===== src/design/tosm_pkg.sv =====
`timescale 1ns / 1ps
`default_nettype none
package tosm_pkg;

    localparam int NUM_STREAMS_DEF = 8;
    localparam int QUEUE_DEPTH_DEF = 8;
    localparam int MAX_RESULTS     = 64;

    localparam int DTS_W  = 33;
    localparam int UNIT_W = 32;
    localparam int TAG_W  = 16;
    localparam int KIND_W = 2;
    localparam int SLOT_W = 6;   // holds any slot number up to the largest stream count
    localparam int REQ_W  = 4;
    localparam int CIDX_W = 2;

    localparam logic [DTS_W-1:0] DELAY_RESET = 33'd90000;

    localparam logic [KIND_W-1:0] KIND_MEDIA = 2'd0;
    localparam logic [KIND_W-1:0] KIND_RESET = 2'd1;
    localparam logic [KIND_W-1:0] KIND_END   = 2'd2;
    localparam logic [KIND_W-1:0] KIND_ALT   = 2'd3;

    localparam logic STATUS_RELEASED = 1'b0;
    localparam logic STATUS_DROPPED  = 1'b1;

    localparam logic REQ_ARRIVAL = 1'b0;
    localparam logic REQ_FLUSH   = 1'b1;

    localparam logic [CIDX_W-1:0] CFG_DELAY    = 2'd0;
    localparam logic [CIDX_W-1:0] CFG_REQUIRED = 2'd1;
    localparam logic [CIDX_W-1:0] CFG_ORDER    = 2'd2;

    typedef enum logic [1:0] {
        ST_IDLE,
        ST_SCAN,
        ST_FINISH
    } state_t;

    // running best heads, passed cell to cell
    typedef struct packed {
        logic              m_found;
        logic [DTS_W-1:0]  m_key;
        logic [SLOT_W-1:0] m_slot;
        logic [DTS_W-1:0]  m_dts;
        logic [TAG_W-1:0]  m_tag;
        logic              c_found;
        logic [DTS_W-1:0]  c_dts;
        logic [KIND_W-1:0] c_kind;
        logic [TAG_W-1:0]  c_tag;
    } tok_t;

    typedef struct packed {
        logic              en;
        logic [KIND_W-1:0] kind;
        logic [DTS_W-1:0]  dts;
        logic [UNIT_W-1:0] unit;
        logic [TAG_W-1:0]  tag;
    } push_t;

    typedef struct packed {
        logic              clear;
        logic              pop_media;
        logic [SLOT_W-1:0] media_slot;
        logic              pop_ctrl;
    } cmd_t;

    typedef struct packed {
        logic active;
        logic ok;
        logic full;
    } cell_stat_t;

endpackage
`default_nettype wire


===== src/design/tosm_cell.sv =====
`timescale 1ns / 1ps
`default_nettype none
module tosm_cell #(
    parameter int IDX         = 0,
    parameter int QUEUE_DEPTH = tosm_pkg::QUEUE_DEPTH_DEF
) (
    input  wire logic                       clk,
    input  wire logic                       rst_n,
    input  wire logic [tosm_pkg::DTS_W-1:0] delay_ticks,
    input  wire logic                       order_mode,
    input  wire tosm_pkg::push_t            push,
    input  wire tosm_pkg::cmd_t             cmd,
    input  wire tosm_pkg::tok_t             tok_in,
    output tosm_pkg::tok_t                  tok_out,
    output tosm_pkg::cell_stat_t            stat
);

    localparam int FW = $clog2(QUEUE_DEPTH + 1);
    localparam int IW = $clog2(QUEUE_DEPTH);

    logic [tosm_pkg::DTS_W-1:0]  dts_mem_reg  [QUEUE_DEPTH];
    logic [tosm_pkg::UNIT_W-1:0] unit_mem_reg [QUEUE_DEPTH];
    logic [tosm_pkg::KIND_W-1:0] kind_mem_reg [QUEUE_DEPTH];
    logic [tosm_pkg::TAG_W-1:0]  tag_mem_reg  [QUEUE_DEPTH];
    logic [tosm_pkg::DTS_W-1:0]  tail_dts_reg;
    logic [FW-1:0]               fill_reg, fill_next;
    logic [FW-1:0]               mark_reg, mark_next;
    logic                        active_reg, active_next;
    tosm_pkg::tok_t              tok_reg, tok_next;

    logic [tosm_pkg::DTS_W-1:0] head_key;
    logic [tosm_pkg::DTS_W-1:0] span;
    logic                       span_ok;
    logic                       do_pop;

    assign span     = tail_dts_reg - dts_mem_reg[0];
    assign span_ok  = (tail_dts_reg >= dts_mem_reg[0]) && (span >= delay_ticks);
    assign head_key = order_mode ? tosm_pkg::DTS_W'(unit_mem_reg[0]) : dts_mem_reg[0];

    assign stat.active = active_reg;
    assign stat.full   = (fill_reg == FW'(QUEUE_DEPTH));
    assign stat.ok     = !active_reg || ((fill_reg != '0) && (span_ok || mark_reg != '0));

    // merge own head into the token from the lower neighbor
    always_comb
    begin
        tok_next = tok_in;
        if (active_reg && kind_mem_reg[0] == tosm_pkg::KIND_MEDIA &&
            (!tok_in.m_found || head_key < tok_in.m_key))
        begin
            tok_next.m_found = 1'b1;
            tok_next.m_key   = head_key;
            tok_next.m_slot  = tosm_pkg::SLOT_W'(IDX);
            tok_next.m_dts   = dts_mem_reg[0];
            tok_next.m_tag   = tag_mem_reg[0];
        end
        // later slot wins a tie
        if (active_reg && (!tok_in.c_found || dts_mem_reg[0] >= tok_in.c_dts))
        begin
            tok_next.c_found = 1'b1;
            tok_next.c_dts   = dts_mem_reg[0];
            tok_next.c_kind  = kind_mem_reg[0];
            tok_next.c_tag   = tag_mem_reg[0];
        end
    end

    assign tok_out = tok_reg;

    always_comb
    begin
        fill_next   = fill_reg;
        mark_next   = mark_reg;
        active_next = active_reg;
        do_pop      = 1'b0;
        if (cmd.clear)
        begin
            fill_next   = '0;
            mark_next   = '0;
            active_next = 1'b0;
        end
        else if (push.en)
        begin
            fill_next   = fill_reg + FW'(1);
            mark_next   = (push.kind != tosm_pkg::KIND_MEDIA) ? mark_reg + FW'(1) : mark_reg;
            active_next = 1'b1;
        end
        else if (cmd.pop_media && cmd.media_slot == tosm_pkg::SLOT_W'(IDX))
        begin
            fill_next = fill_reg - FW'(1);
            do_pop    = 1'b1;
        end
        else if (cmd.pop_ctrl && active_reg)
        begin
            if (kind_mem_reg[0] == tosm_pkg::KIND_END)
            begin
                fill_next   = '0;
                mark_next   = '0;
                active_next = 1'b0;
            end
            else
            begin
                fill_next = fill_reg - FW'(1);
                mark_next = (mark_reg != '0) ? mark_reg - FW'(1) : mark_reg;
                do_pop    = 1'b1;
            end
        end
    end

    always_ff @(posedge clk or negedge rst_n)
    begin
        if (!rst_n)
        begin
            fill_reg   <= '0;
            mark_reg   <= '0;
            active_reg <= 1'b0;
            tok_reg    <= '0;
        end
        else
        begin
            fill_reg   <= fill_next;
            mark_reg   <= mark_next;
            active_reg <= active_next;
            tok_reg    <= tok_next;
        end
    end

    // head always at entry 0: pop shifts down, push writes at the fill level
    always_ff @(posedge clk)
    begin
        if (push.en && !cmd.clear)
        begin
            dts_mem_reg[fill_reg[IW-1:0]]  <= push.dts;
            unit_mem_reg[fill_reg[IW-1:0]] <= push.unit;
            kind_mem_reg[fill_reg[IW-1:0]] <= push.kind;
            tag_mem_reg[fill_reg[IW-1:0]]  <= push.tag;
            tail_dts_reg                   <= push.dts;
        end
        else if (do_pop)
        begin
            for (int k = 0; k < QUEUE_DEPTH - 1; k++)
            begin
                dts_mem_reg[k]  <= dts_mem_reg[k+1];
                unit_mem_reg[k] <= unit_mem_reg[k+1];
                kind_mem_reg[k] <= kind_mem_reg[k+1];
                tag_mem_reg[k]  <= tag_mem_reg[k+1];
            end
        end
    end

`ifndef NO_ASSERTIONS
    a_fill_range: assert property (@(posedge clk) disable iff (!rst_n)
        fill_reg <= FW'(QUEUE_DEPTH))
        else $error("fill above depth");
    a_mark_le_fill: assert property (@(posedge clk) disable iff (!rst_n)
        mark_reg <= fill_reg)
        else $error("marker count above fill");
    a_active_nonempty: assert property (@(posedge clk) disable iff (!rst_n)
        !active_reg |-> (fill_reg == '0 && mark_reg == '0))
        else $error("inactive slot holds packets");
`endif

endmodule
`default_nettype wire


===== config.mk =====
export PLATFORM = sky130hd
export DESIGN_NAME = tosm_cell
export DESIGN_NICKNAME = d
export VERILOG_FILES = /design/src/design/tosm_pkg.sv /design/src/design/tosm_cell.sv
export SDC_FILE = /design/constraint.sdc
export NUM_CORES = 1
export LEC_CHECK = 0
export ABC_AREA = 1
export BUFFER_PORTS_ARGS = -buffer_cell sky130_fd_sc_hd__buf_4
export CAP_MARGIN = 20
export CORE_UTILIZATION = 45
export DETAILED_ROUTE_END_ITERATION = 16
export PLACE_DENSITY = 0.66
export SLEW_MARGIN = 10
export SYNTH_ARGS = -nofsm -noshare
export SYNTH_HDL_FRONTEND = slang
export SYNTH_SLANG_ARGS = --single-unit

===== constraint.sdc =====
create_clock -name clk -period 7.9 [get_ports clk]
set_input_delay 0.79 -clock clk [delete_from_list [all_inputs] [get_ports clk]]
set_output_delay 0.79 -clock clk [all_outputs]
set_load 0.1 [all_outputs]

==> results of run 1 <==
[final cells by class]
type	count	share of cell area (%)
Inverter	227	1.90
Sequential cell	847	54.5
Clock inverter	59	1.19
Clock buffer	110	5.22
Tap cell	1144	3.16
Timing Repair Buffer	438	7.40
Antenna cell	2	0.0110
Multi-Input combinational cell	2473	26.7
[through the flow]
stage	hold slack, ps	util, %	worst slack (ps)
finish	245	53.3	2200
global route	295	53.3	1850
CTS	258	53.3	2200
detailed placement	501	49.9	2880
global placement	496	49.9	2880
floorplan	478	-	-1320
[path summary, 6_finish.rpt]
kind                                                   start                           end  slack (ps)  depth (start not counted)
worst min register to register  dts_mem_reg[3][11]$_DFFE_PP_  dts_mem_reg[2][11]$_DFFE_PP_         490                          2
min in group clk                                  tok_in[53]         tok_out[53]$_DFF_PN0_         320                          3
worst min-delay path                                   rst_n       fill_reg[0]$_DFFE_PN0P_         240                          1
max in group asynchronous                              rst_n        tok_out[111]$_DFF_PN0_        6080                          2
worst max register to register  kind_mem_reg[0][0]$_DFFE_PP_  dts_mem_reg[0][17]$_DFFE_PP_        3560                          9
worst max-delay path             dts_mem_reg[0][2]$_DFFE_PP_                       stat[1]        2200                         23
[power by group]
group / switching (mW) / total (mW) / internal [mW]
combinational: 1.37 / 1.85 / 0.486
clock: 1.81 / 4.14 / 2.33
sequential: 0.0993 / 5.17 / 5.08
[worst max-delay path, stage by stage, from the launching register on]
cell	delay, ps
edfxtp_1	520
inv_1	150
ha_1	380
nand2_1	100
nor3_1	200
nor2_1	100
o21ai_1	260
nand2_1	100
nand2_1	180
nand3_1	130
nand3_1	90
nand2_1	120
ha_1	370
nand2_1	90
nor2_1	110
nand2_1	70
nor3b_1	270
a21oi_1	100
nand3_1	200
nand2_1	190
nand2_1	100
nand2_1	50
nand2_1	60
buf_4	310
[routing by layer]
metal | vias up | wire, microns | track usage (%)
li1 | 12900 | - | -
met1 | 12800 | 45400 | 33.5
met2 | 885 | 50200 | 39.0
met3 | 168 | 7870 | 4.66
met4 | 22 | 3080 | 7.56
met5 | - | 149 | 0
[cells by family (layout without fill, tap and decap cells)]
kind of cell	after synthesis	in the layout	share of synthesized area, %
and+or+nand+nor	2102	2102	23.0
DFF	847	847	63.9
buffers and inverters	350	834	5.05
AOI/OAI and AO/OA	207	207	2.97
adders and majority gates	137	137	4.46
xor gates and xnor gates	27	27	0.612
other	0	2	0
[placed cells by master, fill, tap and decap left out, types with 7 or more instances in the layout]
master / Yosys / routed
a21o_1: 7 / 7
a21oi_1: 89 / 88
buf_4: 18 / 432
clkbuf_1: 18 / 16
clkbuf_16: 0 / 90
clkinv_1: 0 / 18
clkinv_2: 0 / 22
dfrtp_1: 150 / 149
edfxtp_1: 697 / 697
ha_1: 136 / 136
inv_1: 223 / 223
nand2_1: 1693 / 1693
nand2_4: 84 / 85
nand3_1: 171 / 171
nand4_1: 21 / 21
nor2_1: 105 / 103
nor3_1: 15 / 15
o21ai_0: 76 / 70
o21bai_1: 7 / 7
xnor2_1: 10 / 10
xor2_1: 17 / 17
==> flow_summary.yaml, run 1 <==
final_layout:
  nFillCells: 7412
  final_cell_area_sq_mm: 0.0453
  largest_reg_flops: 264
  final_cells: 5300
  drive_above_1_share_pct: 16.4
  seqCellArea_sq_mm: 0.0247
  nets: 4484
  multi_input_area_sq_mm: 0.0121
  area_delta_synth_final_pct: 17.4
routing:
  drtAntennaViolNets: 0
  firstDrtPassIters: 7
  wl_per_cell_microns: 20.1
  drc: 0
  vias: 26900
  drt-initial-drc-count: 2562
  wirelength_mm: 107
  viasPerCell: 5.07
sta:
  tightest_slew_ps: 1170
  setup_tns_ps: 0
  grt_setup_unrepaired: "no"
  finalCriticalPeriod_ps: 5700
  slew_violations: 0
  max_slew_margin_pct: 22.3
  post-route-period-util_pct: 72.2
  setup_violations: 0
  max_freq_mhz: 175
  finalClockSkew_ps: 51.0
  hold_viol_final: 0
floorplan:
  initial_core_util_pct: 45.4
  dieArea_sq_mm: 0.0870
  die_w_microns: 295
  row_count: 107
  core_sq_mm: 0.0850
  dieHeight_microns: 295
  pin_count: 414
global_route:
  grtUsageTotal_pct: 24.3
  grt_antenna_before_repair: 14
  first_global_vias: 25200
  grt_pass1_wl_mm: 157
  grt_max_degree: 269
  grt_overflow: 0
place:
  placed_cell_area_sq_mm: 0.0424
  placed_cells: 5129
  io_buffers: 413
  gp_congestion: 0.920
  dp_hpwl_mm: 74.4
clocking:
  cts_resized: 0
  cts_buffer_depth: 3
  ctsHoldBuffers: 0
  cts_buffers: 90
  htree_levels: 3
  path_clk_slew_ps: 60
  clk_latency_ps: 670
  cts_tree: "done"
  root_buffer: "clkbuf_16"
  postCtsSetupBuffers: 0
  clock-sinks: 847
power:
  ir_worst_vdd_uv: 172
  fin_total_pwr_mw: 11.2
  p_leak_nw: 19.4
  powerDensity_mw_per_mm2: 246
worst_setup_path:
  crit_type: "register to output port"
  arrival_ps: 4910
  cp-end-kind: "output port"
  cp-start-kind: "register"
  critPathMaxFanout: 4
  cp_data_required_time_ps: 7110
synth:
  ys_types: 44
  avgSynthCellArea_sq_um: 10.5
  ys_warn_count: 0
  synthesis.area_sq_mm: 0.0386
  netlist.area_leader.share_pct: 54.2
  ys_ff_latch: 847
  synth-seq-area-share_pct: 63.9
  yosysTopAreaCell: "edfxtp_1"
  yosys-top-cells-area: "edfxtp_1 (54%), nand2_1 (16%), dfrtp_1 (9.7%), ha_1 (4.4%), nand2_4 (2.4%)"
  synth_ff_type: "edfxtp_1"
  netlist_instances: 3670
  syn_nets: 4077
  yosysMostFrequentCell: "nand2_1"
  synth-edff-count: 697
  async_reset_ff_share_pct: 17.7
  netlist_top_cells_count: "nand2_1 (1,693), edfxtp_1 (697), inv_1 (223)"
job:
  maxCapViolations: 0
min_path:
  hold_class: "input pin to asynchronous set/reset pin"
outcome:
  outcome: "completed"
(Power assumes the default switching activity.)
==> run 2: changes to the inputs <==
ABC_AREA = 0   (was 1)
PLACE_DENSITY = unset   (was 0.66)
clock period = 5.87 ns   (was 7.9 ns; I/O delays follow)
==> flow_summary.yaml, run 2 <==
outcome:
  outcome: "complete, but fails checks"
  failed_checks: "negative setup slack"
power:
  powerDensity_mw_per_mm2: 332
  ir_worst_vdd_uv: 257
  p_leak_nw: 18.1
floorplan:
  dieArea_sq_mm: 0.0816
  dieHeight_microns: 286
  initial_core_util_pct: 45.7
  core_sq_mm: 0.0793
  row_count: 103
  pin_count: 414
  die_w_microns: 286
routing:
  drt-initial-drc-count: 1973
  drtAntennaViolNets: 0
  wirelength_mm: 95.9
  wl_per_cell_microns: 20.3
  drc: 0
  viasPerCell: 5.17
  firstDrtPassIters: 7
  vias: 24400
final_layout:
  drive_above_1_share_pct: 18.4
  layout_common_cells: "nand2_1 (1,381), edfxtp_1 (697), buf_4 (444)"
  seqCellArea_sq_mm: 0.0247
  final_common_cell: "nand2_1"
  diodes: 0
  multi_input_area_sq_mm: 0.0107
  final_cells: 4715
  nets: 4000
  area_delta_synth_final_pct: 20.7
  largest_reg_flops: 264
  final_cell_area_sq_mm: 0.0437
  nFillCells: 6886
synth:
  netlist.area_leader.share_pct: 57.8
  yosysTopAreaCell: "edfxtp_1"
  synth-edff-count: 697
  async_reset_ff_share_pct: 17.7
  ys_ff_latch: 847
  synth-seq-area-share_pct: 68.2
  yosysMostFrequentCell: "nand2_1"
  synthesis.area_sq_mm: 0.0362
  yosys-top-cells-area: "edfxtp_1 (58%), nand2_1 (14%), dfrtp_1 (10%), ha_1 (4.7%), o21ai_0 (1.9%)"
  ys_warn_count: 0
  netlist_instances: 3157
  avgSynthCellArea_sq_um: 11.5
  netlist_top_cells_count: "nand2_1 (1,381), edfxtp_1 (697), dfrtp_1 (150)"
  synth_ff_type: "edfxtp_1"
  ys_types: 55
  syn_nets: 3564
global_route:
  grt_util_met1_pct: 34.7
  grt_overflow: 0
  gr-usage-met3_pct: 3.09
  first_global_vias: 24300
  grt-busiest-layer: "met2"
  grt_max_degree: 206
  grt_antenna_before_repair: 2
  met2_usage_pct: 36.8
  grtUsageTotal_pct: 23.4
  grt_pass1_wl_mm: 146
sta:
  grt_setup_unrepaired: "yes"
  hold_viol_final: 0
  max_freq_mhz: 170
  finalCriticalPeriod_ps: 5870
  post-route-period-util_pct: 100
  fin_ws_ps: -2.05
  setup_violations: 1
  finalClockSkew_ps: 25.3
  tightest_slew_ps: 1050
  max_slew_margin_pct: 30.2
  holdWs_ps: 32.9
  slew_violations: 0
worst_setup_path:
  critPathMaxFanout: 5
  crit_type: "register to output port"
  rr_startpoint: "dts_mem_reg[0][1]$_DFFE_PP_"
  cp-end-kind: "output port"
  ff2ff_setup_slack_ps: 1520
  reg2regPathDepth: 15
  arrival_ps: 5290
  cp_data_required_time_ps: 5280
  cp-start-kind: "register"
  reg2reg_to: "tok_out[53]$_DFF_PN0_"
place:
  dp_hpwl_mm: 67.6
  io_buffers: 413
  placed_cells: 4545
  placed_cell_area_sq_mm: 0.0406
  gp_congestion: 0.921
  place_ws_ps: 313
clocking:
  htree_levels: 3
  root_buffer: "clkbuf_16"
  clock-sinks: 847
  cts_buffers: 90
  cts_buffer_depth: 3
  ctsHoldBuffers: 0
  path_clk_slew_ps: 60
  clk_latency_ps: 650
  cts_tree: "done"
min_path:
  hold_class: "input pin to asynchronous set/reset pin"
job:
  maxCapViolations: 0
-- run 2: cell count changes in the layout (fill, tap and decap cells not counted), sizes merged, moves of 17 or more --
cell   previous run  this run
buf             438       455
a21oi            89        65
nand3           171        11
inv             231       149
mux2              0        68
nor2            106        34
a21o              7        39
nand2          1779      1381
o21ai            80       142
-- run 2: routing by layer --
| layer | vias up | wire (microns) |
|---|---|---|
| met5 | - | 17 |
| met4 | 2 | 1470 |
| met3 | 113 | 5090 |
| met2 | 697 | 44200 |
| met1 | 12000 | 45100 |
| li1 | 11600 | - |
-- run 2: worst max path at each step --
stage,end,slack [ps],startpoint
finish,stat[1],-2,dts_mem_reg[0][5]$_DFFE_PP_
global route,stat[1],-270,dts_mem_reg[0][5]$_DFFE_PP_
CTS,stat[1],7,dts_mem_reg[0][5]$_DFFE_PP_
detailed placement,stat[1],310,dts_mem_reg[0][5]$_DFFE_PP_
global placement,stat[1],430,dts_mem_reg[0][5]$_DFFE_PP_
floorplan,dts_mem_reg[5][0]$_DFFE_PP_,-1290,push[83]
-- run 2: critical path: stages, from the launching register on --
cell       delay (ps)
edfxtp_1          400
inv_2             110
ha_4              220
a21o_1            180
or3_4             350
o211ai_4          210
o21ai_4           110
a2111oi_4         380
o31ai_1           110
buf_4             170
a41o_1            240
a21o_1            190
a21oi_2           140
xnor2_1           150
ha_1              270
nand4_1           150
nor4_1             90
a2111oi_2         330
o21ai_1           130
a31oi_1           230
a31oi_1           110
o21a_1            190
buf_12            190
-- run 2: final cells by class --
class / count / area share, %
multi-input cells: 2053 / 24.5
clock inverters: 42 / 0.922
flip-flops and latches: 847 / 56.5
clock buffers: 122 / 5.69
repair buffers: 455 / 8.11
inverters: 146 / 1.25
well taps: 1050 / 3.01
-- run 2: cell families (layout without fill, tap and decap cells) --
logic type               after synthesis  after routing  synth area share (%)
AO/OA/AOI/OAI                        302            302                  4.96
XOR/XNOR                              31             31                 0.750
adder cells (fa/ha/maj)              137            137                  4.76
buffers and inverters                257            765                  2.83
flip-flops                           847            847                  68.2
multiplexers                          70             70                  2.17
AND/OR/NAND/NOR                     1513           1513                  16.3
-- run 2: power by group --
part,leakage (nW),internal [mW],switching (mW)
combinational,8.64,0.609,1.50
clock,1.40,3.13,2.39
sequential,8.11,6.79,0.0997
-- run 2: what timing repair did --
| item | CTS | global route |
|---|---|---|
| buffers inserted | 5 | 1 |
| setup endpoints to repair | 1 | 1 |
| pin swaps | 10 | 3 |
| resized for setup | 16 | 8 |
-- run 2: through the flow --
stage | setup TNS, ps | power, mW | util [%]
6_report | -2.05 | 14.5 | 55.1
5_1_grt | -271 | 15.0 | 55.1
4_1_cts | 0 | 14.6 | 55.1
3_5_place_dp | 0 | 9.09 | 51.3
3_3_place_gp | 0 | 9.06 | 51.3
2_1_floorplan | -818060 | 8.36 | -
